File: src/hdl/msa_ram.sv
// Generic simple dual-port RAM with one write port and a registered read port.
module msa_ram #(
  parameter int Width = 8,
  parameter int Depth = 16,
  localparam int AddrW = $clog2(Depth)
) (
  input  logic             clk_i,
  input  logic             we_i,
  input  logic [AddrW-1:0] waddr_i,
  input  logic [Width-1:0] wdata_i,
  input  logic [AddrW-1:0] raddr_i,
  output logic [Width-1:0] rdata_o
);

  logic [Width-1:0] mem_q [Depth];

  always_ff @(posedge clk_i) begin
    if (we_i) begin
      mem_q[waddr_i] <= wdata_i;
    end
    rdata_o <= mem_q[raddr_i];
  end

endmodule

File: config.mk
export PLATFORM = sky130hd
export DESIGN_NAME = msa_ram
export DESIGN_NICKNAME = d
export VERILOG_FILES = /design/src/hdl/msa_ram.sv
export SDC_FILE = /design/constraint.sdc
export NUM_CORES = 1
export LEC_CHECK = 0
export ABC_CLOCK_PERIOD_IN_PS = 3600
export BUFFER_PORTS_ARGS = -buffer_cell sky130_fd_sc_hd__buf_2
export CAP_MARGIN = 40
export CORE_ASPECT_RATIO = 1.1
export CORE_MARGIN = 10
export CORE_UTILIZATION = 30
export CTS_CLUSTER_SIZE = 40
export DETAILED_ROUTE_END_ITERATION = 8
export PLACE_DENSITY = 0.51
export SYNTH_ARGS = -nofsm -noshare
export SYNTH_HDL_FRONTEND = slang
export SYNTH_SLANG_ARGS = --single-unit
export TNS_END_PERCENT = 30
File: constraint.sdc
create_clock -name clk_i -period 3.6 [get_ports clk_i]
set_input_delay 0.54 -clock clk_i [delete_from_list [all_inputs] [get_ports clk_i]]
set_output_delay 0.54 -clock clk_i [all_outputs]
set_load 0.01 [all_outputs]
==> key figures, run 1 <==
Layout
  • N_diodes: 0
  • Nets: 293
  • Area added between synthesis and finish: 19.0%
  • Layout cell share with drive strength beyond 1: 29.9%
  • Sequential cell area: 4000 um^2
  • Area occupied by multi-input gates: 1060 um^2
  • Fillers: 1,561

Floorplanning
  • Die W: 145 um
  • Initial core utilization: 30.4%
  • Die height: 157 um
  • Cell row count: 50
  • I/O pin total: 26
  • Area of the core: 17,000 um^2
  • Die Area: 22,800 um^2

Routing
  • Post-DRT Antenna Nets: 0
  • DRC violations left: 0
  • Vias: 2,365
  • DRT Wirelength: 10.2 mm
  • WL/cell: 19.6 um
  • Vias/cell: 4.53
  • DRT iter0 DRCs: 143
  • 1st-pass router iterations: 4

Synthesis
  • Top cells by area, synth: edfxtp_1, mux4_2, mux4_1, dfxtp_1, a22oi_1
  • Syn Area/Cell: 22.5 um^2
  • FF+latch count, synth: 136
  • Syn Std Cell Area: 5150 um^2
  • Simple-Gate Fraction of Synth Area: 3.18%
  • Main combinational cell family by area after synthesis: multiplexers
  • Post-synthesis mux area share: 15.0%
  • Top-area cell type share of the netlist area: 74.7%
  • Cell variety after synth: 19
  • Yosys top cell by area: edfxtp_1
  • Seq/Total Area, Yosys: 77.8%
  • Synth Instances: 229
  • Post-Synth XOR/XNOR Area: 0%
  • Syn nets: 247
  • Compound-gate portion of the synthesized area: 2.33%
  • Ys Warns: 0
  • Post-Synth Adder-Cell Area: 0%

Power and ir drop
  • Switching share of power: 21.2%
  • Int Power: 0.00279 W
  • Switching power: 0.000752 W
  • Pwr Density: 579 nW/um^2
  • Flop pwr share: 50.2%
  • Clock share of power: 45.3%
  • Comb pwr share: 4.6%
  • Worst ir drop on vdd: 0.399 mV
  • LEAKAGE: 2.01 nW

GRT
  • Initial antenna violation count: 0
  • Vias in the first global route: 2,566
  • First-pass GRT wire length: 15.7 mm
  • GRT overflow: 0
  • Tot GR Track Use: 9.70%
  • Largest net degree at the start of global routing: 33

Clock network
  • Clock transition at path regs: 0.06 ns
  • Root buffer cell: clkbuf_16
  • Max Root-Sink Buffers: 2
  • CTS Hold Bufs: 0
  • Worst-Skew Late Latency: 0.41 ns
  • H-tree levels: 4
  • Gates resized, CTS repair: 0
  • CTS tree: built
  • Sink Count: 136
  • Post CTS Setup Buffer Count: 0
  • Num CTS Buffers: 17

Critical path
  • Worst path max stage delay: 0.58 ns
  • Worst Setup EP: rdata_o[3]
  • Max Fanout on Critical Path: 21
  • CP startpoint: raddr_i[0]
  • Crit end category: flop
  • Critical-path cell list: buf_2, buf_4, mux4_1, a22oi_1, nand2_1
  • Reg2Reg Depth: 3
  • Reg-to-reg endpoint: rdata_o[5]
  • Largest delay share family, worst path: buffers and inverters
  • CP required: 3.89 ns
  • CP Launch Type: input pin
  • Crit-path slowest cell: mux4_1
  • CP bufs+invs: 2
  • CP arrival: 2.32 ns
  • FF-to-FF setup slack: 2.18 ns
  • Setup CP Type: input pin to flop
  • Worst r2r src: mem_q[1][5]
  • CP Depth: 5

Status
  • Status: finished clean

Timing
  • Slew HR: 45.6%
  • Crit share post-route: 56.5%
  • Endpoints failing hold: 0
  • FMAX: 492 MHz
  • Final setup violation count: 0
  • Final max-slew violation count: 0
  • Final Hold Slack: 0.511 ns
  • RSZ-0062 raised after global routing: false
  • Setup tns final: 0 ns
  • Worst slew pin tran: 0.813 ns
  • Post-route worst setup slack: 1.57 ns
  • Final Critical Period: 2.03 ns
  • Max Clock Skew: 0.00713 ns

Place
  • Port Buf Inserts: 25
  • DP Wirelength: 6.82 mm
  • Final Wtd Congestion: 0.717
  • Post-Place Worst Slack: 1.06 ns

Flow run
  • MaxCap Viol Count: 0

Min path
  • WHS Path Cells: 1
  • Hold crit path type: input pin to flop
==> worst register-to-register path: stages (launching register included) <==
cell and delay [ns]:
edfxtp_1 0.35, mux4_1 0.51, a22oi_1 0.34, nand2_1 0.10
==> cell usage after synthesis <==
library cell     count
nor2_1              13
nor3_1               4
nor2b_1              1
buf_4                1
nand3b_1             2
clkdlybuf4s25_2      3
dfxtp_1              8
nand3_1              1
a22oi_1             16
buf_6                3
mux4_2              18
and2_1               1
and2b_1              1
mux4_1              14
edfxtp_1           128
nand2_1              9
nand2b_1             2
buf_2                3
or3b_2               1
==> how the worst min path moves through the flow <==
| stage | slack [ns] | startpoint | endpoint |
|---|---|---|---|
| after detailed placement | 0.66 | mem_q[8][2] | rdata_o[2] |
| after global placement | 0.65 | mem_q[11][5] | rdata_o[5] |
| after floorplan | 0.63 | mem_q[7][0] | rdata_o[0] |
| after CTS | 0.51 | wdata_i[5] | mem_q[7][5] |
| after global routing | 0.52 | wdata_i[5] | mem_q[7][5] |
| final | 0.51 | wdata_i[5] | mem_q[7][5] |
==> stage by stage <==
stage / util [%] / cell area (um^2) / instances / total power, W
finish: 36.1 / 6120 / 522 / 0.00354
global route: 36.1 / 6120 / 522 / 0.00367
CTS: 36.1 / 6120 / 522 / 0.00358
detailed placement: 32.8 / 5570 / 490 / 0.00198
global placement: 32.5 / 5520 / 483 / 0.00197
floorplan: - / 5150 / 229 / 0.00191
==> cells in the final DEF, fill, tap and decap left out, types with 2 or more instances in the layout <==
cell,n
mux4_2,18
nand2b_1,2
clkbuf_1,2
clkinv_2,2
nor3_1,4
dfxtp_1,8
nor2_1,13
inv_6,4
a22oi_1,16
nand3b_1,2
buf_2,25
buf_4,12
nand2_1,9
clkbuf_16,17
edfxtp_1,128
clkinvlp_4,5
mux4_1,14
==> per-layer routing <==
metal | vias to the layer above | routed length [um] | GRT usage [%] | share of wire [%]
li1 | 1066 | - | - | -
met4 | 0 | 140 | 4.05 | 1.4
met3 | 8 | 404 | 3.32 | 3.9
met1 | 1253 | 4390 | 11.5 | 43
met5 | - | 0 | 0 | 0
met2 | 38 | 5300 | 15.7 | 52
==> cells by family after synthesis <==
| family | after synthesis |
|---|---|
| AOI/OAI and AO/OA | 16 |
| muxes | 32 |
| DFF | 136 |
| buffers and inverters | 10 |
| and+or+nand+nor | 35 |
==> area by class of cell <==
cell class | instances | share of cell area, %
repair buffers | 37 | 3.51
well taps | 234 | 4.78
multi-input cells | 83 | 17.3
flip-flops and latches | 136 | 65.4
clock buffers | 19 | 7.07
clock inverters | 13 | 1.98
==> flip-flops by register name, indices dropped and copies added, names as in the netlist <==
name and cells:
mem_q 128, rdata_o 8
==> power by group through the flow <==
stage	registers, W	clock network, W	logic (W)
finish	0.00178	0.00160	0.000161
global route	0.00178	0.00171	0.000178
CTS	0.00178	0.00163	0.000166
detailed placement	0.00181	0	0.000167
global placement	0.00181	0	0.000162
floorplan	0.00182	0	0.0000899
Note: power is estimated with default switching activity, not from simulation.
==> run 2: changes to the inputs <==
--- a/config.mk
+++ b/config.mk
@@ -5,7 +5,7 @@
 export SDC_FILE = /design/constraint.sdc
 export NUM_CORES = 1
 export LEC_CHECK = 0
-export ABC_CLOCK_PERIOD_IN_PS = 3600
+export ABC_CLOCK_PERIOD_IN_PS = 1990
 export BUFFER_PORTS_ARGS = -buffer_cell sky130_fd_sc_hd__buf_2
 export CAP_MARGIN = 40
 export CORE_ASPECT_RATIO = 1.1
==> constraint.sdc (replaced) <==
create_clock -name clk_i -period 1.99 [get_ports clk_i]
set_input_delay 0.2985 -clock clk_i [delete_from_list [all_inputs] [get_ports clk_i]]
set_output_delay 0.2985 -clock clk_i [all_outputs]
set_load 0.01 [all_outputs]
==> run 2 against run 1 <==
  * Clock power up 110%
  * Sequential power up 81%
  * Critical path type is now flop to flop
  * Global-route usage up 0.18 points
  * Critical endpoint is now rdata_o[1]
  * Critical path depth down 2
  * Via count up 1.9%
  * First-iteration DRC count down 22%
==> key figures, run 2 (synthesized netlist as in run 1, its figures left out) <==
Routing
  • 1st-pass router iterations: 4 (unchanged)
  • DRC violations left: 0 (unchanged)
  • WL/cell: 19.5 um (-0.35%)
  • Vias: 2,409 (+1.9%)
  • Post-DRT Antenna Nets: 0 (unchanged)
  • Vias/cell: 4.53 (about the same)
  • DRT iter0 DRCs: 111 (-22%)
  • DRT Wirelength: 10.4 mm (+1.6%)

Clock network
  • CTS tree: built
  • Num CTS Buffers: 17 (unchanged)
  • Clock transition at path regs: 0.06 ns (about the same)
  • Root buffer cell: clkbuf_16
  • CTS Hold Bufs: 0 (unchanged)
  • Worst-Skew Late Latency: 0.41 ns (about the same)
  • H-tree levels: 4 (unchanged)
  • Sink Count: 136 (unchanged)
  • Gates resized, CTS repair: 0 (unchanged)
  • Post CTS Setup Buffer Count: 0 (unchanged)
  • Max Root-Sink Buffers: 2 (unchanged)

Floorplanning
  • Die W: 145 um (unchanged)
  • Area of the core: 17,000 um^2 (unchanged)
  • Initial core utilization: 30.4% (unchanged)
  • Die height: 157 um (unchanged)
  • Die Area: 22,800 um^2 (unchanged)
  • I/O pin total: 26 (unchanged)
  • Cell row count: 50 (unchanged)

GRT
  • Tot GR Track Use: 9.88% (+0.18 points)
  • Largest net degree at the start of global routing: 23 (-30%)
  • First-pass GRT wire length: 16.0 mm (+1.8%)
  • Vias in the first global route: 2,579 (+0.51%)
  • GRT overflow: 0 (unchanged)
  • Initial antenna violation count: 0 (unchanged)

Layout
  • Commonest non-fill, non-tap cell in the layout: edfxtp_1
  • Commonest non-fill, non-tap cells in the layout: edfxtp_1, buf_2, buf_4
  • N_diodes: 0 (unchanged)
  • Area added between synthesis and finish: 23.0%
  • Nets: 303 (+3.4%)
  • Max reg flops: 128 (unchanged)
  • Largest registers: mem_q (128), rdata_o (8)
  • Top reg by flops: mem_q
  • Layout cell share with drive strength beyond 1: 32.6% (+2.7 points)
  • Finished Cell Area: 6330 um^2 (+3.4%)

Critical path
  • CP Launch Type: flop
  • CP required: 2.28 ns (-1.61 ns)
  • CP bufs+invs: 0 (-2)
  • Max Fanout on Critical Path: 1 (-95%)
  • Largest delay share family, worst path: multiplexers
  • Worst path max stage delay: 0.50 ns (-0.08 ns)
  • CP arrival: 1.67 ns (-0.65 ns)
  • Critical-path cell list: mux4_1, a22oi_1, nand2_1
  • Setup CP Type: flop to flop
  • Crit-path slowest cell: mux4_1
  • Crit end category: flop

Power and ir drop
  • LEAKAGE: 2.13 nW (+5.7%)
  • Pwr Density: 1090 nW/um^2 (+89%)
  • Switching power: 0.00136 W (+80%)
  • Flop pwr share: 46.5% (-3.7 points)
  • Int Power: 0.00556 W (+99%)
  • Switching share of power: 19.6% (-1.6 points)
  • Worst ir drop on vdd: 0.526 mV (+32%)
  • Comb pwr share: 4.5% (about the same)
  • Clock share of power: 49.0% (+3.7 points)

Timing
  • Final setup violation count: 0 (unchanged)
  • RSZ-0062 raised after global routing: false
  • Final max-slew violation count: 0 (unchanged)
  • Endpoints failing hold: 0 (unchanged)
  • Slew HR: 71.3% (+26 points)
  • Worst slew pin tran: 0.431 ns (-0.382 ns)
  • Crit share post-route: 69.2%
  • Final Critical Period: 1.38 ns
  • Setup tns final: 0 ns (unchanged)
  • Max Clock Skew: 0.00880 ns (+0.00167 ns)
  • FMAX: 726 MHz

Place
  • Port Buf Inserts: 25 (unchanged)
  • DP Wirelength: 6.96 mm (+2.1%)
  • Placed Instance Area: 5680 um^2 (+2.0%)
  • Final Wtd Congestion: 0.722 (+0.70%)

Flow run
  • MaxCap Viol Count: 0 (unchanged)

Min path
  • Hold crit path type: input pin to flop

Status
  • Status: finished clean
[run 2: cell type report]
cell class | instances | area (um^2)
sequential | 136 | 4000
multi-input combinational | 83 | 1060
clock buffer | 17 | 425
fill | 1532 | 10600
tap | 234 | 293
clock inverter | 15 | 225
timing repair buffer | 47 | 328
[run 2: final timing paths]
path / from / endpoint / slack, ns / cells past startpoint
worst min-delay path: wdata_i[5] / mem_q[6][5] / 0.27 / 1
worst max register to register: mem_q[0][1] / rdata_o[1] / 0.61 / 3
worst min register to register: mem_q[14][2] / rdata_o[2] / 0.67 / 3
worst max-delay path: mem_q[0][1] / rdata_o[1] / 0.61 / 3
[run 2: power groups by stage]
stage | registers [W] | logic (W) | clock network (W)
final | 0.00322 | 0.000309 | 0.00339
after global placement | 0.00328 | 0.000313 | 0
after floorplan | 0.00328 | 0.000163 | 0
after global routing | 0.00323 | 0.000342 | 0.00358
after detailed placement | 0.00328 | 0.000318 | 0
after CTS | 0.00322 | 0.000318 | 0.00345
[run 2: routing by layer]
| metal | track usage [%] | vias to the layer above | share of wire (%) |
|---|---|---|---|
| met3 | 3.10 | 7 | 5.4 |
| met4 | 3.76 | 0 | 0.91 |
| met2 | 16.5 | 55 | 53 |
| met5 | 0 | - | 0 |
| met1 | 11.6 | 1261 | 41 |
| li1 | - | 1086 | - |
[run 2: stage by stage]
| step | power, W | util [%] | hold slack [ns] | worst slack [ns] | cells |
|---|---|---|---|---|---|
| after floorplan | 0.00345 | - | 0.397 | 0.199 | 229 |
| after global placement | 0.00359 | 33.5 | 0.658 | 0.234 | 500 |
| after detailed placement | 0.00360 | 33.5 | 0.661 | 0.224 | 500 |
| after CTS | 0.00699 | 37.4 | 0.264 | 0.635 | 532 |
| after global routing | 0.00715 | 37.4 | 0.282 | 0.561 | 532 |
| final | 0.00692 | 37.4 | 0.270 | 0.613 | 532 |
==> run 3: changes to the inputs <==
--- a/config.mk
+++ b/config.mk
@@ -5,7 +5,7 @@
 export SDC_FILE = /design/constraint.sdc
 export NUM_CORES = 1
 export LEC_CHECK = 0
-export ABC_CLOCK_PERIOD_IN_PS = 1990
+export ABC_CLOCK_PERIOD_IN_PS = 1220
 export BUFFER_PORTS_ARGS = -buffer_cell sky130_fd_sc_hd__buf_2
 export CAP_MARGIN = 40
 export CORE_ASPECT_RATIO = 1.1
@@ -13,7 +13,7 @@
 export CORE_UTILIZATION = 30
 export CTS_CLUSTER_SIZE = 40
 export DETAILED_ROUTE_END_ITERATION = 8
-export PLACE_DENSITY = 0.51
+export PLACE_DENSITY = 0.52
 export SYNTH_ARGS = -nofsm -noshare
 export SYNTH_HDL_FRONTEND = slang
 export SYNTH_SLANG_ARGS = --single-unit
==> constraint.sdc (replaced) <==
create_clock -name clk_i -period 1.22 [get_ports clk_i]
set_input_delay 0.183 -clock clk_i [delete_from_list [all_inputs] [get_ports clk_i]]
set_output_delay 0.183 -clock clk_i [all_outputs]
set_load 0.01 [all_outputs]
==> run 3 against run 2 <==
  * The run now ends with negative setup slack left
  * Maximum frequency rose by 9.7%
  * Clock-buffer cell count grew 4
  * Combinational power grew 85%
  * Sequential share of layout area decreased by 1.3 points
==> key figures, run 3 (synthesized netlist as in run 1, its figures left out) <==
Critical path
  • CP required: 1.51 ns (-0.77 ns)
  • Max Fanout on Critical Path: 1 (unchanged)
  • CP arrival: 1.55 ns (-0.12 ns)
  • Setup CP Type: flop to flop
  • Worst r2r src: mem_q[3][2]
  • Reg-to-reg endpoint: rdata_o[2]
  • Reg2Reg Depth: 3 (unchanged)
  • FF-to-FF setup slack: -0.04 ns (-0.65 ns)
  • Crit end category: flop
  • CP Launch Type: flop

Clock network
  • Num CTS Buffers: 17 (unchanged)
  • Sink Count: 136 (unchanged)
  • Root buffer cell: clkbuf_16
  • CTS Hold Bufs: 0 (unchanged)
  • CTS tree: built
  • Post CTS Setup Buffer Count: 0 (unchanged)
  • Worst-Skew Late Latency: 0.41 ns (about the same)
  • Clock transition at path regs: 0.06 ns (about the same)
  • Max Root-Sink Buffers: 2 (unchanged)
  • H-tree levels: 4 (unchanged)

Layout
  • Sequential cell area: 4000 um^2 (unchanged)
  • Nets: 308 (+1.7%)
  • Layout cell share with drive strength beyond 1: 42.6% (+10 points)
  • Max reg flops: 128 (unchanged)
  • Commonest non-fill, non-tap cell in the layout: edfxtp_1
  • Fillers: 1,515 (-1.1%)
  • Area added between synthesis and finish: 25.6%
  • Finished Cell Area: 6470 um^2 (+2.1%)
  • Area occupied by multi-input gates: 1080 um^2 (+2.6%)
  • Commonest non-fill, non-tap cells in the layout: edfxtp_1, mux4_2, buf_2
  • Top reg by flops: mem_q
  • N_diodes: 0 (unchanged)
  • Largest registers: mem_q (128), rdata_o (8)

Routing
  • DRT Wirelength: 10.7 mm (+2.8%)
  • Vias/cell: 4.47 (-1.2%)
  • Post-DRT Antenna Nets: 0 (unchanged)
  • 1st-pass router iterations: 4 (unchanged)
  • Vias: 2,402 (-0.29%)
  • WL/cell: 19.9 um (+1.9%)
  • DRC violations left: 0 (unchanged)
  • WL met1: 4.69 mm (+10%)
  • Routed wl met3: 437 um (-22%)
  • Top Layer Used: met4
  • Met2 routed WL: 5.32 mm (-3.0%)
  • DRT iter0 DRCs: 167 (+50%)

Floorplanning
  • Cell row count: 50 (unchanged)
  • Area of the core: 17,000 um^2 (unchanged)
  • Die W: 145 um (unchanged)
  • I/O pin total: 26 (unchanged)
  • Die height: 157 um (unchanged)
  • Initial core utilization: 30.4% (unchanged)
  • Die Area: 22,800 um^2 (unchanged)

Timing
  • Worst slew pin tran: 0.901 ns (+0.470 ns)
  • Post-route worst setup slack: -0.0354 ns (-0.648 ns)
  • Final Hold Slack: 0.154 ns (-0.116 ns)
  • FMAX: 797 MHz (+9.7%)
  • RSZ-0062 raised after global routing: true
  • Final setup violation count: 6 (+6)
  • Slew HR: 39.7% (-32 points)
  • Final Critical Period: 1.26 ns (-0.122 ns)
  • Crit share post-route: 103% (+34 points)
  • Max Clock Skew: 0.00640 ns (-0.00240 ns)
  • Final max-slew violation count: 0 (unchanged)
  • Setup tns final: -0.0987 ns (-0.0987 ns)
  • Endpoints failing hold: 0 (unchanged)

Min path
  • Hold crit path type: input pin to flop
  • Hold Path Sink: mem_q[12][1]
  • Hold_sp: wdata_i[1]
  • WHS Path Cells: 1 (unchanged)

Place
  • Post-Place Worst Slack: -0.391 ns (-0.615 ns)
  • DP Wirelength: 7.01 mm (+0.77%)
  • Placed Instance Area: 5810 um^2 (+2.2%)
  • Final Wtd Congestion: 0.731 (+1.1%)
  • Port Buf Inserts: 25 (unchanged)

Power and ir drop
  • Switching share of power: 19.2% (-0.45 points)
  • Comb pwr share: 5.0% (+0.5 points)
  • Tot Pwr: 0.0114 W (+65%)
  • Switching power: 0.00219 W (+61%)
  • Int Power: 0.00922 W (+66%)
  • Pwr Density: 1760 nW/um^2 (+61%)
  • Flop pwr share: 46.1% (-0.4 points)
  • Clock share of power: 48.9% (about the same)
  • Worst ir drop on vdd: 0.877 mV (+67%)
  • LEAKAGE: 2.13 nW (about the same)

Flow run
  • MaxCap Viol Count: 0 (unchanged)

Status
  • Status: complete, but fails checks
  • Failing checks: negative setup slack

GRT
  • Largest net degree at the start of global routing: 22 (-4.3%)
  • Vias in the first global route: 2,621 (+1.6%)
  • First-pass GRT wire length: 16.4 mm (+2.5%)
  • Tot GR Track Use: 10.2% (+0.27 points)
  • Initial antenna violation count: 1 (+1)
  • GRT overflow: 0 (unchanged)
## run 3: cell types whose count changed in the layout (fill, tap and decap cells not counted), moves of 2 or more
cell | before | now
nor3_1 | 4 | 2
clkbuf_1 | 0 | 2
nor2_2 | 0 | 3
nor2_1 | 13 | 10
mux4_1 | 14 | 1
mux4_2 | 18 | 31
buf_12 | 3 | 8
a22oi_2 | 0 | 10
clkbuf_8 | 0 | 2
a22oi_1 | 16 | 6
## run 3: routing by layer
metal / track usage, % / vias up
met3: 3.35 / 18
met1: 12.3 / 1254
met4: 4.91 / 0
met5: 0 / -
met2: 15.9 / 46
li1: - / 1084
## run 3: timing repair
| item | CTS | global route |
|---|---|---|
| resized for setup | 18 | 5 |
| cloned | 0 | 0 |
| pin swaps | 9 | 6 |
| setup endpoints to repair | 8 | 8 |
## run 3: critical path, stage by stage (launching register included)
cell	delay [ns]
edfxtp_1	0.37
mux4_2	0.48
a22oi_2	0.20
nand2_1	0.09
## run 3: worst max path at each step
stage | startpoint | depth (start not counted) | endpoint
floorplan | waddr_i[3] | 2 | mem_q[4][0]
global placement | raddr_i[0] | 5 | rdata_o[4]
detailed placement | raddr_i[0] | 5 | rdata_o[2]
CTS | mem_q[3][2] | 3 | rdata_o[2]
global route | mem_q[2][3] | 3 | rdata_o[3]
finish | mem_q[3][2] | 3 | rdata_o[2]
## run 3: area by class of cell
type	instances	share of cell area [%]
clock buffers	21	7.12
clock inverters	11	3.04
multi-input cells	83	16.8
flip-flops and latches	136	61.9
well taps	234	4.53
repair buffers	52	6.62
## run 3: stage by stage
stage / util, % / instances
final: 38.1 / 537
after global routing: 38.1 / 537
after detailed placement: 34.3 / 505
after global placement: 34.3 / 505
after CTS: 38.1 / 537
after floorplan: - / 229
## run 3: power groups by stage
stage	Combinational, W	Clock (W)	Sequential (W)
after floorplan	0.000270	0	0.00536
after global placement	0.000546	0	0.00535
after detailed placement	0.000557	0	0.00535
after CTS	0.000583	0.00567	0.00526
after global routing	0.000626	0.00591	0.00526
final	0.000571	0.00558	0.00526
